<file path="src/rtl/split_fir_convolver_with_tone_filters_top_macros.svh">
// ----------------------------------------------------------------------------
// Assertion macros for the split FIR convolver
// Clocked, reset-qualified immediate and next-cycle implications.
// ----------------------------------------------------------------------------
`ifndef SPLIT_FIR_CONVOLVER_WITH_TONE_FILTERS_TOP_MACROS_SVH
`define SPLIT_FIR_CONVOLVER_WITH_TONE_FILTERS_TOP_MACROS_SVH

// same-cycle implication
`define SFC_ASSERT_IMPL(lbl, ante, cons, msg) \
  lbl: assert property (@(posedge clk_i) disable iff (!rst_ni) (ante) |-> (cons)) \
    else $error(msg);

// next-cycle implication
`define SFC_ASSERT_NEXT(lbl, ante, cons, msg) \
  lbl: assert property (@(posedge clk_i) disable iff (!rst_ni) (ante) |=> (cons)) \
    else $error(msg);

`endif

</file>
<file path="src/rtl/sfc_pkg.sv">
// ----------------------------------------------------------------------------
// sfc_pkg
// Shared types, codes and saturation helpers of the split FIR convolver.
// ----------------------------------------------------------------------------
`default_nettype none

package sfc_pkg;

  localparam int unsigned IDX_W = 15;

  typedef enum logic [1:0] {
    OP_SAMPLE  = 2'd0,
    OP_HEAD_WR = 2'd1,
    OP_TAIL_WR = 2'd2,
    OP_CLEAR   = 2'd3
  } op_e;

  typedef enum logic [1:0] {
    CFG_MIX  = 2'd0,
    CFG_LPC  = 2'd1,
    CFG_HPC  = 2'd2,
    CFG_TLEN = 2'd3
  } cfg_idx_e;

  typedef enum logic [2:0] {
    STEP_NONE,
    STEP_WET,
    STEP_LP_MUL,
    STEP_LP_UPD,
    STEP_HP_MUL,
    STEP_HP_UPD,
    STEP_DRY_MUL,
    STEP_WET_MUL
  } step_e;

  typedef enum logic [3:0] {
    S_SWEEP,
    S_IDLE,
    S_HEAD,
    S_TAIL,
    S_DRAIN,
    S_WET,
    S_LP_MUL,
    S_LP_UPD,
    S_HP_MUL,
    S_HP_UPD,
    S_DRY_MUL,
    S_WET_MUL,
    S_OUT
  } ctl_state_e;

  typedef struct packed {
    logic             sweep;
    logic             sweep_taps;
    logic             smp_wr;
    logic             head_tap_wr;
    logic             tail_tap_wr;
    logic             clr_state;
    logic             mac_rd;
    logic             mac_tail;
    logic             adv_pos;
    step_e            step;
    logic             out_ld;
    logic [IDX_W-1:0] idx;
  } sfc_cmd_t;

  typedef struct packed {
    logic             mac_busy;
    logic             out_hold;
    logic             tail_on;
    logic [IDX_W-1:0] tail_len;
  } sfc_sts_t;

  localparam logic [16:0] MIX_RST  = 17'd26214;
  localparam logic [15:0] LPC_RST  = 16'd58831;
  localparam logic [15:0] HPC_RST  = 16'd65164;
  localparam logic [16:0] MIX_ONE  = 17'h10000;

  localparam logic signed [63:0] S32_MAX = 64'sd2147483647;
  localparam logic signed [63:0] S32_MIN = -64'sd2147483648;
  localparam logic signed [63:0] S24_MAX = 64'sd8388607;
  localparam logic signed [63:0] S24_MIN = -64'sd8388608;

  function automatic logic signed [31:0] sat32(input logic signed [63:0] v);
    logic signed [31:0] r;
    if (v > S32_MAX) r = 32'sh7fffffff;
    else if (v < S32_MIN) r = 32'sh80000000;
    else r = v[31:0];
    return r;
  endfunction

  function automatic logic signed [23:0] sat24(input logic signed [63:0] v);
    logic signed [23:0] r;
    if (v > S24_MAX) r = 24'sh7fffff;
    else if (v < S24_MIN) r = 24'sh800000;
    else r = v[23:0];
    return r;
  endfunction

endpackage

`default_nettype wire

</file>
<file path="src/rtl/sfc_ctrl.sv">
// ----------------------------------------------------------------------------
// sfc_ctrl
// Sequencer: memory sweep, tap loop of the shared MAC, filter and mix steps.
// ----------------------------------------------------------------------------
`default_nettype none

`include "split_fir_convolver_with_tone_filters_top_macros.svh"

module sfc_ctrl import sfc_pkg::*; #(
  parameter int unsigned HEAD_TAPS = 128,
  parameter int unsigned TAIL_TAPS = 2048
) (
  input  wire logic     clk_i,
  input  wire logic     rst_ni,
  input  wire logic     in_valid_i,
  input  wire logic [1:0] operation_i,
  output logic          in_stall_o,
  output sfc_cmd_t      cmd_o,
  input  wire sfc_sts_t sts_i
);

  localparam int unsigned SWEEP_N = (HEAD_TAPS > TAIL_TAPS) ? HEAD_TAPS : TAIL_TAPS;
  localparam logic [IDX_W-1:0] SWEEP_LAST = IDX_W'(SWEEP_N - 1);
  localparam logic [IDX_W-1:0] HEAD_LAST  = IDX_W'(HEAD_TAPS - 1);

  ctl_state_e       state_q, state_d;
  logic [IDX_W-1:0] cnt_q, cnt_d;
  logic             full_q, full_d;
  logic [IDX_W-1:0] cnt_p2;
  op_e              op;

  assign op     = op_e'(operation_i);
  assign cnt_p2 = cnt_q + IDX_W'(2);

  always_ff @(posedge clk_i or negedge rst_ni) begin
    if (!rst_ni) begin
      state_q <= S_SWEEP;
      cnt_q   <= '0;
      full_q  <= 1'b1;
    end else begin
      state_q <= state_d;
      cnt_q   <= cnt_d;
      full_q  <= full_d;
    end
  end

  always_comb begin
    state_d = state_q;
    cnt_d   = '0;
    full_d  = full_q;
    case (state_q)
      S_SWEEP: begin
        cnt_d = cnt_q + 1'b1;
        if (cnt_q == SWEEP_LAST) begin
          state_d = S_IDLE;
          cnt_d   = '0;
          full_d  = 1'b0;
        end
      end
      S_IDLE: begin
        if (in_valid_i) begin
          case (op)
            OP_SAMPLE: state_d = S_HEAD;
            OP_CLEAR:  state_d = S_SWEEP;
            default:   state_d = S_IDLE;
          endcase
        end
      end
      S_HEAD: begin
        cnt_d = cnt_q + 1'b1;
        if (cnt_q == HEAD_LAST) begin
          cnt_d   = '0;
          state_d = sts_i.tail_on ? S_TAIL : S_DRAIN;
        end
      end
      S_TAIL: begin
        cnt_d = cnt_p2;
        if (cnt_p2 >= sts_i.tail_len) begin
          cnt_d   = '0;
          state_d = S_DRAIN;
        end
      end
      S_DRAIN:   if (!sts_i.mac_busy) state_d = S_WET;
      S_WET:     state_d = S_LP_MUL;
      S_LP_MUL:  state_d = S_LP_UPD;
      S_LP_UPD:  state_d = S_HP_MUL;
      S_HP_MUL:  state_d = S_HP_UPD;
      S_HP_UPD:  state_d = S_DRY_MUL;
      S_DRY_MUL: state_d = S_WET_MUL;
      S_WET_MUL: state_d = S_OUT;
      S_OUT:     if (!sts_i.out_hold) state_d = S_IDLE;
      default:   state_d = S_IDLE;
    endcase
  end

  always_comb begin
    cmd_o      = '0;
    cmd_o.step = STEP_NONE;
    cmd_o.idx  = cnt_q;
    in_stall_o = 1'b1;
    case (state_q)
      S_SWEEP: begin
        cmd_o.sweep      = 1'b1;
        cmd_o.sweep_taps = full_q;
      end
      S_IDLE: begin
        in_stall_o = 1'b0;
        if (in_valid_i) begin
          case (op)
            OP_SAMPLE:  cmd_o.smp_wr      = 1'b1;
            OP_HEAD_WR: cmd_o.head_tap_wr = 1'b1;
            OP_TAIL_WR: cmd_o.tail_tap_wr = 1'b1;
            OP_CLEAR:   cmd_o.clr_state   = 1'b1;
            default: ;
          endcase
        end
      end
      S_HEAD: cmd_o.mac_rd = 1'b1;
      S_TAIL: begin
        cmd_o.mac_rd   = 1'b1;
        cmd_o.mac_tail = 1'b1;
      end
      S_WET: begin
        cmd_o.step    = STEP_WET;
        cmd_o.adv_pos = 1'b1;
      end
      S_LP_MUL:  cmd_o.step = STEP_LP_MUL;
      S_LP_UPD:  cmd_o.step = STEP_LP_UPD;
      S_HP_MUL:  cmd_o.step = STEP_HP_MUL;
      S_HP_UPD:  cmd_o.step = STEP_HP_UPD;
      S_DRY_MUL: cmd_o.step = STEP_DRY_MUL;
      S_WET_MUL: cmd_o.step = STEP_WET_MUL;
      S_OUT:     cmd_o.out_ld = !sts_i.out_hold;
      default: ;
    endcase
  end

  `SFC_ASSERT_IMPL(a_out_no_overwrite, cmd_o.out_ld, !sts_i.out_hold, "result overwritten")
  `SFC_ASSERT_IMPL(a_tail_needs_len, cmd_o.mac_rd && cmd_o.mac_tail, sts_i.tail_on, "tail read, tail off")
  `SFC_ASSERT_NEXT(a_sample_starts_mac, cmd_o.smp_wr, state_q == S_HEAD && cnt_q == '0, "no MAC start")

endmodule

`default_nettype wire

</file>
<file path="config.mk">
export PLATFORM = sky130hd
export DESIGN_NAME = sfc_ctrl
export DESIGN_NICKNAME = d
export VERILOG_FILES = /design/src/rtl/sfc_pkg.sv /design/src/rtl/sfc_ctrl.sv
export VERILOG_INCLUDE_DIRS = /design/src /design/src/rtl
export SDC_FILE = /design/constraint.sdc
export NUM_CORES = 1
export LEC_CHECK = 0
export ABC_CLOCK_PERIOD_IN_PS = 3650
export CAP_MARGIN = 20
export CORE_UTILIZATION = 33
export CTS_CLUSTER_DIAMETER = 40
export CTS_CLUSTER_SIZE = 40
export DETAILED_ROUTE_END_ITERATION = 6
export DONT_BUFFER_PORTS = 1
export PLACE_DENSITY_LB_ADDON = 0.3
export SYNTH_ARGS = -nofsm -noshare
export SYNTH_HDL_FRONTEND = slang
export SYNTH_SLANG_ARGS = --single-unit
</file>
<file path="constraint.sdc">
create_clock -name clk_i -period 3.65 [get_ports clk_i]
set_input_delay 0 -clock clk_i [delete_from_list [all_inputs] [get_ports clk_i]]
set_output_delay 0 -clock clk_i [all_outputs]
set_load 0.03 [all_outputs]
</file>
==> results.toml, run 1 <==
[status]
status = "completed"

[drt]
wl_mm = 5.21
vias = 1832
drtIter0Drc = 144
wl_per_cell_um = 15.7
vias_per_cell = 5.52
drc = 0
drt-pass1-iter-count = 5
final_antenna_net_count = 0

[finish]
layout-area-overhead-vs-synth_pct = 8.66
n_antenna_cell = 0
stdcell_count = 332
stdcell_area_mm2 = 0.00229
drive_gt1_share_pct = 12.1
fillers = 657
nNetsFinal = 308

[sta]
fin_setup_tns_ps = 0
setup_viol = 0
period_minus_slack_ps = 3090
max-slew-margin-rel_pct = 36.1
max_freq_mhz = 323
worstMarginPinSlew_ps = 955
setup_slack_ps = 555
slew_violations = 0
hold_violations = 0
rsz0062_at_grt = "false"
finalCritPeriodShare_pct = 84.8
fin_skew_ps = 4.09

[power]
p_leak_nw = 1.16
power_density_mw_per_mm2 = 621
total_power_mw = 1.42
irDropWorstVdd_mv = 0.411
p_seq_share_pct = 24.5
power_frac_comb_pct = 63.1
p_sw_mw = 0.728
switching_share_pct = 51.1
power_frac_clock_pct = 12.3
p_int_mw = 0.696

[global_route]
grt_max_degree = 21
grt_pass1_wl_mm = 8.63
track_usage_pct = 16.6
antenna_found_initial = 0
grt_pass1_vias = 1743
overflow = 0

[floorplan]
std_cell_rows = 28
start_util_pct = 35.0
dieArea_mm2 = 0.00672
die_y_um = 82.0
fp.dieW_um = 82.0
ioPinCount = 52
design.core.area_mm2 = 0.00603

[worst_setup_path]
worstSetupStartpointType = "flop"
cp_max_fo = 12
crit_type = "reg2reg"
required_ps = 3830
crit_path_end_kind = "flop"
cp.arrival_ps = 3270

[clock_tree]
cts.htree.levels = 1
clockBufferDepth = 2
cts.sinks = 20
root_buffer = "clkbuf_8"
cts_tree = "yes"
clock_latency_ps = 260
clk_pin_slew_worst_paths_ps = 80
cts_buffers = 3
post-cts-setup-buffer-count = 0

[yosys]
ys_warn_count = 0
avgSynthCellArea_um2 = 8.31
yosysTopAreaCellShare_pct = 22.5
ys_top_cells_by_area = "dfrtp_1, ha_1, inv_1, xor2_1, xnor2_1"
synth_edf_count = 0
ys_ff_latch = 20
syn-num-nets = 304
synth_top_cell_by_area = "dfrtp_1"
async_reset_ff_share_pct = 100
ys_types = 53
syn_area_mm2 = 0.00211
yosysSeqAreaShare_pct = 23.8
synth_cells = 254
synthFlopType = "dfrtp_1"

[run]
drv_cap = 0

[placed_design]
placement.io_buffers = 0
dpl.cell_count = 327
dpl_cell_area_mm2 = 0.00223
dp_slack_ps = 575
place_hpwl_mm = 4.13
place_congestion = 0.843

[hold_path]
worstHoldPathType = "in2out"
-- layer usage --
metal / global-route usage (%) / up-vias / routed length [um]
met5: 0 / - / 0
met4: 3.16 / 0 / 37
met3: 3.56 / 5 / 383
met2: 26.9 / 62 / 2440
met1: 22.5 / 856 / 2350
li1: - / 909 / -
-- registers in the layout (all words and copies together) (netlist names) --
name,cells
state_q,4
full_q,1
cnt_q,15
-- placed cells by master, fill, tap and decap left out, types with 8 or more instances in the layout --
master   instances
inv_1           27
nor2_1          18
ha_1            27
a31oi_1          9
and3_1           9
a21oi_1          9
nand3_1          9
xnor2_1          8
buf_4           13
nand2_1         17
dfrtp_1         19
xor2_1           9
-- cell usage after synthesis, types with 3 or more instances --
cell	n
and3_1	9
a211oi_1	3
dfrtp_1	19
xnor2_1	8
nor2_1	18
a21oi_1	9
a22o_1	6
nor3b_1	3
o22ai_1	5
nand3_1	9
o21ai_1	3
a22oi_1	3
inv_1	27
ha_1	27
mux2_4	3
nand2_1	17
nor3_1	3
clkbuf_1	11
xor2_1	9
a31oi_1	9
a21o_1	5
nand4_1	7
o21ai_0	6
-- worst paths after layout --
kind	from	endpoint	slack, ps	cells past startpoint
max	cnt_q[1]	cnt_q[11]	560	13
min	sts_i[16]	cmd_o[15]	120	1
max reg2reg	cnt_q[1]	cnt_q[11]	560	13
min reg2reg	full_q	full_q	480	1
max in group asynchronous	rst_ni	state_q[3]	2740	1
min in group asynchronous	rst_ni	cnt_q[7]	330	1
-- worst max-delay path: stages (launching register included) --
cell	delay (ps)
dfrtp_1	460
ha_1	310
nand4_1	150
nor2_1	210
nand2_1	110
nor2_1	150
xor2_1	210
ha_1	280
o21ai_0	170
o21ai_1	90
a211oi_2	250
buf_4	240
o22ai_1	90
a41oi_1	270
-- stage by stage --
step	util (%)	hold slack, ps
after global routing	38.0	119
after global placement	37.0	-295
after floorplan	-	-296
after CTS	38.0	118
final	38.0	117
after detailed placement	37.0	-295
-- logic make-up after synthesis --
logic type               after synthesis  share of synthesized area, %
buffers and inverters                 42                          8.30
XOR/XNOR                              17                          7.06
multiplexers                           3                          2.14
adder cells (fa/ha/maj)               27                          16.0
AO/OA/AOI/OAI                         64                          21.2
flip-flops                            20                          23.8
AND/OR/NAND/NOR                       81                          21.5
-- area by class of cell --
cell class | count | area (um^2) | share of cell area (%)
flip-flops and latches | 20 | 502 | 21.9
repair buffers | 14 | 108 | 4.69
well taps | 75 | 93.8 | 4.09
inverters | 27 | 101 | 4.42
multi-input cells | 192 | 1430 | 62.5
clock buffers | 4 | 55.1 | 2.40
-- power by group through the flow --
stage	Clock, mW	Sequential, mW	Combinational [mW]
after floorplan	0	0.334	0.766
after global placement	0	0.353	0.891
after detailed placement	0	0.352	0.896
after CTS	0.181	0.349	0.905
after global routing	0.191	0.362	0.999
final	0.176	0.349	0.899
-- timing repair --
action                    CTS  global route
gates resized for setup     0             0
hold endpoints to repair   20             0
hold buffers                1             0
(Power assumes the default switching activity.)
==> run 2, diff against run 1 <==
--- a/config.mk
+++ b/config.mk
@@ -6,7 +6,8 @@
 export SDC_FILE = /design/constraint.sdc
 export NUM_CORES = 1
 export LEC_CHECK = 0
-export ABC_CLOCK_PERIOD_IN_PS = 3650
+export ABC_AREA = 1
+export ABC_CLOCK_PERIOD_IN_PS = 2800
 export CAP_MARGIN = 20
 export CORE_UTILIZATION = 33
 export CTS_CLUSTER_DIAMETER = 40
==> constraint.sdc (replaced) <==
create_clock -name clk_i -period 2.8 [get_ports clk_i]
set_input_delay 0 -clock clk_i [delete_from_list [all_inputs] [get_ports clk_i]]
set_output_delay 0 -clock clk_i [all_outputs]
set_load 0.03 [all_outputs]
==> results.toml, run 2 <==
[worst_setup_path]
crit_type = "reg2reg"
cp_slowest_cell = "dfrtp_1"
cp_max_fo = 10
crit_path_max_incr_delay_ps = 370
timing.rr.start = "cnt_q[1]"
worstSetupStartpointType = "flop"
startpoint = "cnt_q[1]"
crit_path_end_kind = "flop"
required_ps = 2970
worst_path_most_repeated_cell = "nand2_1"
path_cells = "ha_1, nand3_2, nor3_4, nand2_1, xor2_1, ha_1, nand2_1, nor2_1, nand2_1, nor2_1, nor2_1, nand3_2, buf_6, nand3_1, nand2_1, nand2_1"
cp.arrival_ps = 2770

[drt]
final_antenna_net_count = 0
wl_mm = 5.53
drt-pass1-iter-count = 4
drc = 0
vias = 1976
drtIter0Drc = 105
vias_per_cell = 4.72
wl_per_cell_um = 13.2

[global_route]
met1_usage_pct = 20.5
grt_pass1_vias = 1831
overflow = 0
track_usage_pct = 16.7
met3_usage_pct = 3.96
grt_max_degree = 21
top_usage_layer = "met2"
grt_pass1_wl_mm = 8.49
globalRouteMet2Util_pct = 30.2
antenna_found_initial = 0

[yosys]
synthFlopType = "dfrtp_1"
ys_warn_count = 0
synthTopCellsByCount = "nand2_1, inv_1, nor2_1, ha_1, xor2_1"
synth_xor_area_share_pct = 9.01
syn_area_mm2 = 0.00214
yosysSeqAreaShare_pct = 23.5
synth_edf_count = 0
ys_top_cells_by_area = "dfrtp_1, ha_1, nand2_1, inv_1, xor2_1"
ys_types = 29
yosysTopAreaCellShare_pct = 22.2
synth-compound-area-share_pct = 7.14
async_reset_ff_share_pct = 100
synth_top_family_by_area = "simple AND/OR/NAND/NOR gates"
synth_top_cell_by_area = "dfrtp_1"
synth_mux_area_share_pct = 0
synth_cells = 320
synthSimpleGateAreaFrac_pct = 31.8
avgSynthCellArea_um2 = 6.68
synthAdderAreaFrac_pct = 15.8
synth.most_common_cell = "nand2_1"
syn-num-nets = 370
ys_ff_latch = 20

[placed_design]
dpl.cell_count = 411
place_congestion = 0.902
placement.io_buffers = 0
dpl_cell_area_mm2 = 0.00236
place_hpwl_mm = 4.44
dp_slack_ps = 179

[floorplan]
start_util_pct = 35.1
fp.dieW_um = 82.5
dieArea_mm2 = 0.00681
ioPinCount = 52
design.core.area_mm2 = 0.00610
std_cell_rows = 28
die_y_um = 82.5

[power]
irDropWorstVdd_mv = 0.407
p_leak_nw = 1.36
total_power_mw = 1.52
power_density_mw_per_mm2 = 605

[sta]
worstMarginPinSlew_ps = 898
max_freq_mhz = 384
hold_slack_ps = 78.5
finalCritPeriodShare_pct = 93.0
period_minus_slack_ps = 2600
fin_setup_tns_ps = 0
setup_viol = 0
slew_violations = 0
setup_slack_ps = 196
hold_violations = 0
max-slew-margin-rel_pct = 39.7
fin_skew_ps = 2.66

[finish]
drive_gt1_share_pct = 14.2
largest_register_ffs = 15
nNetsFinal = 395
layout-area-overhead-vs-synth_pct = 17.5
layout_common_cells = "nand2_1, inv_1, nor2_1, ha_1, xor2_1"
stdcell_area_mm2 = 0.00251
fin_util_pct = 41.2
reg.largest.list = "cnt_q (15), state_q (4), full_q (1)"
fillers = 669
regMostFlops = "cnt_q"
layout_commonest_cell = "nand2_1"
n_antenna_cell = 0
stdcell_count = 419

[hold_path]
worstHoldPathType = "in2async"

[clock_tree]
cts.sinks = 20
cts_buffers = 3
cts_tree = "yes"
clockBufferDepth = 2
clk_pin_slew_worst_paths_ps = 80
clock_latency_ps = 270
cts.htree.levels = 1
root_buffer = "clkbuf_8"

[run]
drv_cap = 0

[status]
status = "completed"
[run 2: cell types whose count changed after synthesis, sizes merged, moves of 7 or more]
cell    previous run  this run
nor2              18        35
and3               9         0
nand3              9        20
clkbuf            11         0
xor2               9        21
nand2             17        86
inv               27        65
xnor2              8         1
a31oi              9         2
[run 2: logic make-up (layout without fill, tap and decap cells)]
logic type,count (synthesis),count (layout)
AO/OA/AOI/OAI,28,28
buffers and inverters,69,93
AND/OR/NAND/NOR,154,154
adder cells (fa/ha/maj),27,27
XOR/XNOR,22,22
flip-flops,20,20
[run 2: where the power goes]
part | switching (mW) | internal, mW | total, mW
sequential | 0.0439 | 0.328 | 0.372
clock | 0.112 | 0.191 | 0.303
combinational | 0.595 | 0.250 | 0.845
[run 2: path summary, 6_finish.rpt]
path | to | slack [ps] | depth (start not counted)
max reg2reg | state_q[2] | 200 | 16
min in group clk_i | state_q[1] | 90 | 4
min | cnt_q[11] | 80 | 1
max in group asynchronous | cnt_q[9] | 2290 | 2
min reg2reg | full_q | 470 | 2
max | state_q[2] | 200 | 16
[run 2: final cells by class]
cell class / instances / area (um^2) / share of cell area, %
clock inverter: 1 / 30.0 / 1.20
tap: 75 / 93.8 / 3.74
multi-input combinational: 231 / 1400 / 55.6
timing repair inverter: 1 / 7.51 / 0.299
timing repair buffer: 23 / 190 / 7.57
clock buffer: 3 / 41.3 / 1.64
sequential: 20 / 502 / 20.0
inverter: 65 / 250 / 9.96
[run 2: repair_timing]
action	in CTS	in global routing
hold buffers	1	0
setup endpoints to repair	0	15
resized for setup	0	11
endpoints found under the hold margin	20	0
buffers inserted	0	1
[run 2: critical path, delay by kind of cell (launching register included)]
family	cells	cell delay, ps
and+or+nand+nor	12	1300
adders and majority gates	2	490
buffers and inverters	1	160
xor gates and xnor gates	1	170
DFF	1	370
[run 2: routing by layer]
layer  vias to the layer above  wire length (um)
met2                        48              2690
met3                         2               319
met1                       887              2510
li1                       1039                 -
met5                         -                 0
met4                         0                10
==> run 3, diff against run 2 <==
--- a/config.mk
+++ b/config.mk
@@ -8,13 +8,14 @@
 export LEC_CHECK = 0
 export ABC_AREA = 1
 export ABC_CLOCK_PERIOD_IN_PS = 2800
+export BUFFER_PORTS_ARGS = -buffer_cell sky130_fd_sc_hd__buf_2
 export CAP_MARGIN = 20
 export CORE_UTILIZATION = 33
 export CTS_CLUSTER_DIAMETER = 40
 export CTS_CLUSTER_SIZE = 40
 export DETAILED_ROUTE_END_ITERATION = 6
-export DONT_BUFFER_PORTS = 1
 export PLACE_DENSITY_LB_ADDON = 0.3
+export SKIP_LAST_GASP = 1
 export SYNTH_ARGS = -nofsm -noshare
 export SYNTH_HDL_FRONTEND = slang
 export SYNTH_SLANG_ARGS = --single-unit
==> results.toml, run 3 (synthesized netlist as in run 2, its figures left out) <==
[finish]
drive_gt1_share_pct = 25.0
stdcell_count = 459
n_antenna_cell = 0
layout_common_cells = "nand2_1, inv_1, buf_2, nor2_1, ha_1"
layout-area-overhead-vs-synth_pct = 27.3
largest_register_ffs = 15
reg.largest.list = "cnt_q (15), state_q (4), full_q (1)"
fin_util_pct = 44.6
nNetsFinal = 435
layout_commonest_cell = "nand2_1"
regMostFlops = "cnt_q"

[floorplan]
ioPinCount = 52
fp.dieW_um = 82.5
design.core.area_mm2 = 0.00610
die_y_um = 82.5
start_util_pct = 35.1
std_cell_rows = 28
dieArea_mm2 = 0.00681

[hold_path]
hold_depth = 5
worstHoldPathType = "in2reg"

[worst_setup_path]
worstSetupStartpointType = "flop"
required_ps = 2950
crit_type = "reg2reg"
cp.arrival_ps = 2750
r2r.worst_path.cells = 15
crit_path_end_kind = "flop"
r2r_slack_ps = 200
cp_max_fo = 7

[sta]
fin_skew_ps = 2.43
slew_violations = 0
max-slew-margin-rel_pct = 67.9
finalCritPeriodShare_pct = 92.8
max_freq_mhz = 385
fin_setup_tns_ps = 0
hold_violations = 0
worstMarginPinSlew_ps = 482
rsz0062_at_grt = "false"
setup_viol = 0
period_minus_slack_ps = 2600

[drt]
vias_per_cell = 4.64
wl_mm = 5.45
final_antenna_net_count = 0
wl_per_cell_um = 11.9
drc = 0
vias = 2128
drt-pass1-iter-count = 4
drtIter0Drc = 110

[placed_design]
dpl.cell_count = 449
place_congestion = 0.922
placement.io_buffers = 51
place_hpwl_mm = 4.31

[clock_tree]
cts.sinks = 20
clockBufferDepth = 2
clk_pin_slew_worst_paths_ps = 80
cts_tree = "yes"
cts_buffers = 3
clock_latency_ps = 270
root_buffer = "clkbuf_8"
cts.htree.levels = 1

[power]
switching_share_pct = 49.0
irDropWorstVdd_mv = 0.328
p_int_mw = 0.802
power_frac_comb_pct = 56.6
p_leak_nw = 1.56
power_density_mw_per_mm2 = 578
power_frac_clock_pct = 19.1
p_seq_share_pct = 24.3
p_sw_mw = 0.771

[global_route]
track_usage_pct = 17.0
grt_pass1_vias = 1932
grt_max_degree = 21
antenna_found_initial = 0
grt_pass1_wl_mm = 8.81
overflow = 0

[status]
status = "completed"

[run]
drv_cap = 0
## run 3: cell count changes in the layout (fill, tap and decap cells not counted), sizes merged
cell  delta
buf     +40
## run 3: area by class of cell
type                       count  area [um^2]
sequential                    20          503
inverter                      65          250
tap                           75         93.8
timing repair inverter         1         7.51
multi-input combinational    231         1440
timing repair buffer          63          352
clock buffer                   3         41.3
clock inverter                 1         30.0
fill                         661         3370
## run 3: repair_timing
| action | CTS | global route |
|---|---|---|
| hold endpoints to repair | 19 | 0 |
| resized for setup | 0 | 20 |
| setup endpoints to repair | 0 | 19 |
| buffers inserted | 0 | 4 |
| hold buffers | 1 | 0 |
## run 3: worst max-delay path: stages (launching register included)
cell and delay, ps:
dfrtp_1 360, ha_2 210, nand3_4 90, nor3_4 260, nand2_2 110, xor2_2 170, ha_1 320, buf_4 130
nand3_1 70, nand2_1 60, nor2_1 120, nand3_2 140, buf_6 180, buf_4 130, nand3_1 60, o21ai_0 70
## run 3: path summary, 6_finish.rpt
| path | end | start |
|---|---|---|
| setup / recovery | cnt_q[0] | cnt_q[1] |
| hold / removal | state_q[1] | sts_i[15] |
| setup reg to reg | cnt_q[0] | cnt_q[1] |
| hold reg to reg | full_q | full_q |
| max in group asynchronous | cnt_q[3] | rst_ni |
| min in group asynchronous | cnt_q[10] | rst_ni |
## run 3: metrics by stage
stage	power, mW	instance area, um^2	setup slack (ps)	hold slack [ps]
final	1.57	2720	201	187
after global routing	1.70	2720	9.80	204
after CTS	1.55	2590	83.7	180
after detailed placement	1.24	2510	100	-8.45
after global placement	1.23	2510	168	-9.21
after floorplan	0.997	2140	154	-296
## run 3: layer usage
metal / vias up / GRT usage, % / wire length (um)
li1: 1120 / - / -
met1: 944 / 23.3 / 2530
met2: 60 / 28.8 / 2580
met3: 4 / 2.97 / 295
met4: 0 / 1.55 / 47
met5: - / 0 / 0
## run 3: power by group through the flow
stage	registers, mW	logic (mW)	clock network (mW)
3_5_place_dp	0.387	0.855	0
3_3_place_gp	0.386	0.846	0
6_report	0.382	0.891	0.300
5_1_grt	0.392	0.990	0.317
4_1_cts	0.381	0.863	0.304
2_1_floorplan	0.394	0.603	0
